File: config.mk
export PLATFORM = sky130hd
export DESIGN_NAME = spdif_frame_encoder_unit
export DESIGN_NICKNAME = d
export VERILOG_FILES = /design/src/rtl/core/spdif_pkg.sv /design/src/rtl/core/spdif_lane.sv /design/src/rtl/core/spdif_merge.sv /design/src/rtl/core/spdif_frame_encoder_unit.sv
export SDC_FILE = /design/constraint.sdc
export NUM_CORES = 1
export LEC_CHECK = 0
export BUFFER_PORTS_ARGS = -buffer_cell sky130_fd_sc_hd__buf_2
export CAP_MARGIN = 25
export CORE_MARGIN = 4
export CORE_UTILIZATION = 35
export DETAILED_ROUTE_END_ITERATION = 6
export GPL_ROUTABILITY_DRIVEN = 0
export SYNTH_ARGS = -nofsm -noshare
export SYNTH_HDL_FRONTEND = slang
export SYNTH_SLANG_ARGS = --single-unit
File: constraint.sdc
create_clock -name clk -period 7.19 [get_ports clk]
set_input_delay 0.719 -clock clk [delete_from_list [all_inputs] [get_ports clk]]
set_output_delay 0.719 -clock clk [all_outputs]
set_load 0.005 [all_outputs]
File: src/rtl/core/spdif_pkg.sv
// shared types, constants and register indexes of the spdif frame encoder
package spdif_pkg;

	// frame layout
	localparam int unsigned FRAMES_PER_BLOCK = 192;
	localparam int unsigned FRAME_IDX_W      = 8;
	localparam int unsigned AUDIO_W          = 24;
	localparam int unsigned SUB_DATA_W       = 28;
	localparam int unsigned CELLS_W          = 64;
	localparam int unsigned CS_REG_W         = 64;
	localparam int unsigned CFG_IDX_W        = 2;

	// stream word widths
	localparam int unsigned IN_TDATA_W  = 56;
	localparam int unsigned OUT_TDATA_W = 128;

	// preamble patterns for a preceding line level of zero
	localparam logic [7:0] PRE_X = 8'b1110_0010;
	localparam logic [7:0] PRE_Y = 8'b1110_0100;
	localparam logic [7:0] PRE_Z = 8'b1110_1000;

	// configuration register indexes
	localparam logic [CFG_IDX_W-1:0] CFG_CS_LOW  = 2'd0;
	localparam logic [CFG_IDX_W-1:0] CFG_CS_MID  = 2'd1;
	localparam logic [CFG_IDX_W-1:0] CFG_CS_HIGH = 2'd2;

	// channel status bank codes (frame index bits 7:6)
	localparam logic [1:0] BANK_LOW  = 2'd0;
	localparam logic [1:0] BANK_MID  = 2'd1;
	localparam logic [1:0] BANK_HIGH = 2'd2;

	// one lane's coded subframe, taken as if the line started low
	typedef struct packed {
		logic [CELLS_W-1:0] cells;
		logic               flip;
	} lane_res_t;

endpackage

File: src/rtl/core/spdif_lane.sv
// one subframe lane: assembles the subframe, adds parity and biphase-mark codes it
module spdif_lane (
	input  logic [spdif_pkg::AUDIO_W-1:0] audio,
	input  logic                          validity,
	input  logic                          user,
	input  logic                          cs_bit,
	input  logic [7:0]                    preamble,
	output spdif_pkg::lane_res_t          res
);

	localparam int unsigned N      = spdif_pkg::SUB_DATA_W;
	localparam int unsigned STEPS  = $clog2(N);

	logic [N-1:0] sub_word;
	logic [N-2:0] sub_body;
	logic [N-1:0] zeros;
	logic [N-1:0] pre_xor;
	logic [N-1:0] lvl_before;
	logic [N-1:0] tmp [STEPS+1];

	// subframe bits 4 to 31, parity even over the rest
	assign sub_body = {cs_bit, user, validity, audio};
	assign sub_word = {^sub_body, sub_body};
	assign zeros    = ~sub_word;

	// log-depth prefix xor: each zero bit toggles the level at the end of its cell pair
	always_comb begin
		tmp[0] = zeros;
		for (int s = 0; s < STEPS; s++) begin
			for (int i = 0; i < N; i++) begin
				if (i >= (1 << s)) begin
					tmp[s+1][i] = tmp[s][i] ^ tmp[s][i - (1 << s)];
				end else begin
					tmp[s+1][i] = tmp[s][i];
				end
			end
		end
	end
	assign pre_xor    = tmp[STEPS];
	assign lvl_before = {pre_xor[N-2:0], 1'b0};

	// cells: preamble on top, then two cells per bit, first sent in the msb
	always_comb begin
		res.cells[spdif_pkg::CELLS_W-1 -: 8] = preamble;
		for (int i = 0; i < N; i++) begin
			res.cells[55 - 2*i] = ~lvl_before[i];
			res.cells[54 - 2*i] = sub_word[i] ? lvl_before[i] : ~lvl_before[i];
		end
		res.flip = pre_xor[N-1];
	end

endmodule

File: src/rtl/core/spdif_merge.sv
// merging stage: applies the running line level to both lanes and holds the output word
module spdif_merge (
	input  logic                                  clk,
	input  logic                                  arst_n,
	input  logic                                  in_valid,
	output logic                                  in_ready,
	input  spdif_pkg::lane_res_t                  lane_l,
	input  spdif_pkg::lane_res_t                  lane_r,
	output logic                                  out_valid,
	input  logic                                  out_ready,
	output logic [spdif_pkg::OUT_TDATA_W-1:0]     out_data
);

	localparam int unsigned CW = spdif_pkg::CELLS_W;

	logic          out_valid_q;
	logic          line_level_q;
	logic [CW-1:0] left_q;
	logic [CW-1:0] right_q;
	logic          right_start;

	assign in_ready    = !out_valid_q || out_ready;
	assign right_start = line_level_q ^ lane_l.flip;

	// output valid and kept line level
	always_ff @(posedge clk or negedge arst_n) begin
		if (!arst_n) begin
			out_valid_q  <= 1'b0;
			line_level_q <= 1'b0;
		end else if (in_ready) begin
			out_valid_q <= in_valid;
			if (in_valid) begin
				line_level_q <= right_start ^ lane_r.flip;
			end
		end
	end

	// output word, inverted where the line starts high
	always_ff @(posedge clk) begin
		if (in_ready && in_valid) begin
			left_q  <= lane_l.cells ^ {CW{line_level_q}};
			right_q <= lane_r.cells ^ {CW{right_start}};
		end
	end

	assign out_valid = out_valid_q;
	assign out_data  = {right_q, left_q};

endmodule

File: src/rtl/core/spdif_frame_encoder_unit.sv
// top level of the spdif frame encoder
//
// Takes one stereo frame per word on the s_axis channel and returns both
// subframes as biphase-mark line cells on the m_axis channel.
// Input word: two 24-bit samples with their validity and user bits.
// Output word: 64 cells of the left subframe, then 64 of the right,
// first sent cell in the top bit of each half.
// Channel status for the 192-frame block comes from three 64-bit registers
// written through the cfg port; the user must write them only while the
// block is idle, as the block does not enforce it. Throughput: one frame
// per cycle unless the receiver stalls; the two subframe lanes code in
// parallel in the first stage and the merging stage applies the kept
// line level. Reset clears the frame counter (next frame is frame 0,
// preamble Z), the line level, the status registers and both valid flags.
// When the receiver stalls the output word holds and s_axis_tready drops
// once the lane stage holds a frame.
module spdif_frame_encoder_unit (
	input  logic                                  clk,
	input  logic                                  arst_n,
	// left_audio[23:0], left_validity, left_user, right_audio, right_validity,
	// right_user, zero pad
	input  logic [spdif_pkg::IN_TDATA_W-1:0]      s_axis_tdata,
	input  logic                                  s_axis_tvalid,
	output logic                                  s_axis_tready,
	// left_cells[63:0], right_cells[127:64]
	output logic [spdif_pkg::OUT_TDATA_W-1:0]     m_axis_tdata,
	output logic                                  m_axis_tvalid,
	input  logic                                  m_axis_tready,
	input  logic                                  cfg_we,
	input  logic [spdif_pkg::CFG_IDX_W-1:0]       cfg_index,
	input  logic [spdif_pkg::CS_REG_W-1:0]        cfg_wdata
);

	localparam int unsigned FW = spdif_pkg::FRAME_IDX_W;
	localparam logic [FW-1:0] LAST_FRAME = FW'(spdif_pkg::FRAMES_PER_BLOCK - 1);

	logic [spdif_pkg::CS_REG_W-1:0] cs_low_q;
	logic [spdif_pkg::CS_REG_W-1:0] cs_mid_q;
	logic [spdif_pkg::CS_REG_W-1:0] cs_high_q;
	logic [FW-1:0]                  frame_idx_q;
	logic [spdif_pkg::CS_REG_W-1:0] cs_word;
	logic                           cs_bit;
	logic [7:0]                     pre_left;
	logic                           accept;
	logic                           merge_ready;
	logic                           valid_s1;
	spdif_pkg::lane_res_t           lane_l;
	spdif_pkg::lane_res_t           lane_r;
	spdif_pkg::lane_res_t           lane_l_s1;
	spdif_pkg::lane_res_t           lane_r_s1;

	// channel status registers
	always_ff @(posedge clk or negedge arst_n) begin
		if (!arst_n) begin
			cs_low_q  <= '0;
			cs_mid_q  <= '0;
			cs_high_q <= '0;
		end else if (cfg_we) begin
			unique case (cfg_index)
				spdif_pkg::CFG_CS_LOW:  cs_low_q  <= cfg_wdata;
				spdif_pkg::CFG_CS_MID:  cs_mid_q  <= cfg_wdata;
				spdif_pkg::CFG_CS_HIGH: cs_high_q <= cfg_wdata;
				default: ;
			endcase
		end
	end

	// status bit and left preamble for the current frame
	always_comb begin
		unique case (frame_idx_q[7:6])
			spdif_pkg::BANK_LOW:  cs_word = cs_low_q;
			spdif_pkg::BANK_MID:  cs_word = cs_mid_q;
			spdif_pkg::BANK_HIGH: cs_word = cs_high_q;
			default:              cs_word = '0;
		endcase
	end
	assign cs_bit   = cs_word[frame_idx_q[5:0]];
	assign pre_left = (frame_idx_q == '0) ? spdif_pkg::PRE_Z : spdif_pkg::PRE_X;

	assign s_axis_tready = !valid_s1 || merge_ready;
	assign accept        = s_axis_tvalid && s_axis_tready;

	// frame counter within the block
	always_ff @(posedge clk or negedge arst_n) begin
		if (!arst_n) begin
			frame_idx_q <= '0;
		end else if (accept) begin
			frame_idx_q <= (frame_idx_q == LAST_FRAME) ? '0 : frame_idx_q + 1'b1;
		end
	end

	// subframe lanes
	spdif_lane u_lane_left (
		.audio    (s_axis_tdata[23:0]),
		.validity (s_axis_tdata[24]),
		.user     (s_axis_tdata[25]),
		.cs_bit   (cs_bit),
		.preamble (pre_left),
		.res      (lane_l)
	);

	spdif_lane u_lane_right (
		.audio    (s_axis_tdata[49:26]),
		.validity (s_axis_tdata[50]),
		.user     (s_axis_tdata[51]),
		.cs_bit   (cs_bit),
		.preamble (spdif_pkg::PRE_Y),
		.res      (lane_r)
	);

	// lane stage register
	always_ff @(posedge clk or negedge arst_n) begin
		if (!arst_n) begin
			valid_s1 <= 1'b0;
		end else if (s_axis_tready) begin
			valid_s1 <= s_axis_tvalid;
		end
	end

	always_ff @(posedge clk) begin
		if (accept) begin
			lane_l_s1 <= lane_l;
			lane_r_s1 <= lane_r;
		end
	end

	// merging stage and output register
	spdif_merge u_merge (
		.clk       (clk),
		.arst_n    (arst_n),
		.in_valid  (valid_s1),
		.in_ready  (merge_ready),
		.lane_l    (lane_l_s1),
		.lane_r    (lane_r_s1),
		.out_valid (m_axis_tvalid),
		.out_ready (m_axis_tready),
		.out_data  (m_axis_tdata)
	);

endmodule

Word level (Yosys, flattened, before mapping)

Index checks and enable logic that the tools add are counted.

Register bits after elaboration: 451
Latch bits: 0
Bits in writable memories: 0
ROM bits: 0
Input bits: 127
Output and inout port bits: 130
Word-level logic and storage cells: 374
Memories: 0

Add/sub/neg operators: 1
$mul: 0
Div/mod/pow operators: 0
$lt $le $gt $ge: 1
Equal/unequal tests: 5
Shift-type cells: 0
Mux-type cells: 61
Bitwise gates (word level): 278
Reductions and logical operators: 15

Operators by type and width:

| kind                                                | number |
|---|---|
| XOR 1 bit                                           | 220 |
| case mux 64 bit (3 select lines)                    | 1 |
| XOR 64 bit                                          | 2 |
| two-way mux 1 bit                                   | 57 |
| inverter 28 bit                                     | 2 |
| inverter 1 bit                                      | 54 |
| parity 27 bit                                       | 2 |
| adder 8 x 1 -> 8 bit, second input constant         | 1 |
| equality test 8 bit, second input constant          | 1 |
| logical NOT 8 bit                                   | 1 |
| two-way mux 8 bit                                   | 1 |
| AND reduction 2 bit                                 | 4 |
| < comparator 6 x 7 -> 1 bit, second input constant  | 1 |
| binary-select mux 1 bit (select 6 bit)              | 1 |
| equality test 2 x 1 -> 1 bit, second input constant | 2 |
| equality test 2 bit, second input constant          | 2 |
| logical NOT 2 bit                                   | 2 |
| two-way mux 4 bit                                   | 1 |
| logical AND 1 bit                                   | 2 |
| logical NOT 1 bit                                   | 2 |
| logical OR 1 bit                                    | 2 |

Longest topological paths before layout

Depth in word-level cells: 13
Mapped depth: 11
Mapped depth without buffers: 7

Modules after synthesis

A second synthesis with hierarchy kept.

Cell total of the unflattened synthesis: 1282
Area, all modules: 20895.0 um^2

By module, submodules not included:

| module                   | instances | cells each | area each (um^2) |
|---|---|---|---|
| spdif_frame_encoder_unit | 1         | 821        | 13339.0 |
| spdif_merge              | 1         | 279        | 5193.7 |
| spdif_lane               | 2         | 91         | 1181.1 |

Worst setup path after synthesis

No wires, ideal clock.

Path kind: input to register
From: in m_axis_tready
To: reg frame_idx_q[0]
Arrival: 5.533 ns
Setup slack: 1.522 ns
Stages: 7
Path buffers: 1
Path through: nand3b_1 and2_1 clkbuf_1 nand2_1 or3_1 nor3b_1 nor2_1

Longest elaborated chain between the ends: 3

RTL lines:

| element                | line                           | source |
|---|---|---|
| start: declaration     | spdif_frame_encoder_unit.sv:28 | `input logic m_axis_tready,` |
| logical OR 1 bit       | spdif_merge.sv:22              | `assign in_ready = !out_valid_q \|\| out_ready;` |
| logical OR 1 bit       | spdif_frame_encoder_unit.sv:80 | `assign s_axis_tready = !valid_s1 \|\| merge_ready;` |
| logical AND 1 bit      | spdif_frame_encoder_unit.sv:81 | `assign accept = s_axis_tvalid && s_axis_tready;` |
| via accept             | spdif_frame_encoder_unit.sv:44 | `logic accept;` |
| end signal: assignment | spdif_frame_encoder_unit.sv:88 | `frame_idx_q <= (frame_idx_q == LAST_FRAME) ? '0 : frame_idx_q + 1'b1;` |
| end: declaration       | spdif_frame_encoder_unit.sv:40 | `logic [FW-1:0] frame_idx_q;` |

The timed path passes the listed nets, and every way through them passes these cells.
A chain may end at the register's enable or synchronous reset.

==> results.md <==
* Comb power frac at 25.7%
* Hold_buf cts at 0
* Synth cell types at ~50
* Final net count at 1544
* Reg clk slew, reported paths at 0.06 ns
* Pleak at 8.912 nW
* Cell Chain, Critical Path: buf_4, mux2_2, a221oi_1, nor3_1, o32ai_1, nor4_1, nor4_2, xor2_1
* Fin crit share at 54.68%
* Pre-Repair DR Iteration Count at 5
* Yosys top cell by area: edfxtp_1
* Netlist Area Pre-Place at ~0.019 mm²
* GR Overflow Total at 0
* Worst Max-Slew Pin Slew at between 1 and 1.5 ns
* Layout cells sized above 1 at 41.16%
* Total track usage at 13.40%
* DRT iter0 DRCs at 376
* Fmax at 0.2543 GHz
* Normalized max-slew margin at 32.46%
* Area growth from synthesis to layout at 18.97%
* Yosys warning count at 0
* CTS Sinks at 433
* Wirelength per Cell at 18.16 µm
* Most frequent cell after synthesis: edfxtp_1
* CTS max path bufs at 3
* Post_cts resized at 0
* Final hold viol count at 0
* CP delay by family, top: simple AND/OR/NAND/NOR gates
* Critical path launch point type: flip-flop
* Syn_area_per_cell at ~16 µm²
* Clock Power Share at 28.4%
* PortBufs at 252
* Vias in the first global route at ~11000
* Via count at 10180
* Initial cell density of the core at 35.43%
* Total Power at 8.727 mW
* R2R Path Start: frame_idx_q[7]
* Post-CTS Setup Inserts at 0
* CP Buf/Inv Count at 1
* Worst-path fanout max at 37
* #FFs+latches synth at 433
* Final min period at just under 4 ns
* Synth cell count leaders: 230 x edfxtp_1, 227 x mux2_2, 203 x dfrtp_1
* Status: finished, final reports clean
* Unrepaired setup endpoints after global routing: false
* Die Wd at 239.1 µm
* Maximum vdd ir drop at 0.1817 mV
* PwrDens at 392.4 mW/mm²
* Utilization after layout at 42.15%
* Inserted Clock Buffers at 47
* Crit. End Element: flip-flop
* Chip height at 239.1 µm
* FF-to-FF End: lane_l_s1[3]
* Slowest stage cell, crit path: dfrtp_4
* First-pass GRT wire length at 60.58 mm
* R2R cell count at 8
* Initial antenna violation count at 11
* Clk root buf: clkbuf_16
* Sw Share at ~28%
* Crit path arrival time at 4.22 ns
* Sequential power share at between 40% and 50%
* Post-synthesis sequential area ratio at 64.12%
* Std-Cell Core Area at ~0.053 mm²
* Final setup violation count at 0
* # rows at 84
* Final setup TNS at 0 ns
* Antenna Nets Post-Route at 0
* Drt via density at around 4.8
* Final-report max-slew violation count at 0
* WP depth at 8
* WS Path Type: reg2reg
* H-tree Lvls at 2
* DRC errors left at 0
* Full die area at 0.05717 mm²
* # Max-Cap Violations at 0
* Max stage delay on crit path at around 0.83 ns
* Worst min-delay path class: in2async
* Switch Pwr at 2.452 mW
* Area share of the largest cell type after synthesis at ~37%
* CTS tree: built
* FFs w/ async S/R, synth at 46.88%
* Primary FF master, synth: edfxtp_1
* Syn Inst Count at roughly 1200
* WP data required at 7.48 ns
* DP Wirelength at between 20 and 25 mm
* Largest cells by area after synthesis: edfxtp_1 37%, dfrtp_1 27%, mux2_2 14%, xnor2_1 4.1%, xor2_1 3.9%
* R2r setup slk at approximately 3.3 ns
* Clk Latency, worst-skew pair at 0.57 ns
* Setup Skew at 0.01584 ns
* Total wire length at between 30 and 40 mm
* I/O pin count at 257
* Number of flops mapped to enable cells by yosys at 230
* Largest net degree at the start of global routing at 112
* Internal power at approximately 6.3 mW
[area by class of cell]
| type | instances | area, µm² |
|---|---|---|
| Timing Repair Buffer | 267 | 1395 |
| Inverter | 58 | 217.7 |
| Sequential cell | 433 | 11990 |
| Multi-Input combinational cell | 608 | 6166 |
| Clock buffer | 61 | 1291 |
| Tap cell | 688 | 860.8 |
| Clock inverter | 21 | 300.3 |
| Antenna cell | 6 | 15.01 |
| Fill cell | 4823 | 30520 |
[worst max path at each step]
stage | start | to | slack (ns)
finish | frame_idx_q[7] | lane_l_s1[3] | 3.26
global route | frame_idx_q[7] | lane_r_s1[3] | 2.96
CTS | frame_idx_q[7] | lane_r_s1[2] | 3.13
detailed placement | frame_idx_q[7] | lane_l_s1[3] | 3.13
global placement | frame_idx_q[7] | lane_r_s1[2] | 3.12
floorplan | m_axis_tready | frame_idx_q[0] | 1.52
[sequential cells by signal, indices dropped and copies added (netlist names)]
| name | cells |
|---|---|
| cs_high_q | 64 |
| cs_low_q | 64 |
| cs_mid_q | 64 |
| u_merge.left_q | 59 |
| lane_l_s1 | 58 |
| u_merge.right_q | 57 |
| lane_r_s1 | 56 |
| frame_idx_q | 8 |
| u_merge.line_level_q | 1 |
| u_merge.out_valid | 1 |
| valid_s1 | 1 |
[routing by layer]
metal	vias up	share of wire, %	GRT usage, %
li1	4718	-	-
met1	5114	42	17.17
met2	268	49	22.92
met3	67	7.0	3.357
met4	12	1.8	3.377
met5	-	0.21	0
[cell families (layout without fill, tap and decap cells)]
| kind of cell | Yosys count | in the layout | synth area share, % |
|---|---|---|---|
| buf+inv | 134 | 407 | 3.126 |
| mux | 264 | 264 | 16.06 |
| compound gates | 86 | 86 | 3.708 |
| xor+xnor | 198 | 198 | 11.26 |
| simple gates | 54 | 54 | 1.580 |
| flops | 433 | 433 | 64.12 |
| other cells | 1 | 10 | 0.02006 |
| fa+ha+maj | 2 | 2 | 0.1338 |
[metrics by stage]
step	cell area, µm²	hold slack, ns	instances	setup slack (ns)
final	22240	0.1889	2142	3.258
after global routing	22230	0.2630	2136	2.959
after CTS	22230	0.2316	2136	3.129
after detailed placement	20630	0.4838	2054	3.127
after global placement	20630	0.4718	2054	3.116
after floorplan	18710	0.4231	1175	1.522
[power by group through the flow]
| stage | clock network (mW) | logic, mW | registers (mW) |
|---|---|---|---|
| 2_1_floorplan | 0 | 1.62 | 3.95 |
| 3_3_place_gp | 0 | 2.25 | 4.03 |
| 3_5_place_dp | 0 | 2.29 | 4.07 |
| 4_1_cts | 2.56 | 2.30 | 4.02 |
| 5_1_grt | 2.67 | 2.50 | 4.08 |
| 6_report | 2.48 | 2.24 | 4.00 |
[placed cells by master (no fill, tap or decap), drive strengths merged, types with 8 or more instances in the layout]
cell	count
xor2	87
a221oi	28
inv	59
mux2	227
dfrtp	203
mux2i	31
o21ai	8
nor3	13
nor2	8
clkinv	11
o2bb2ai	24
xnor3	16
clkbuf	62
buf	266
xnor2	95
edfxtp	230
No activity file was read; power rests on OpenSTA's default activity.
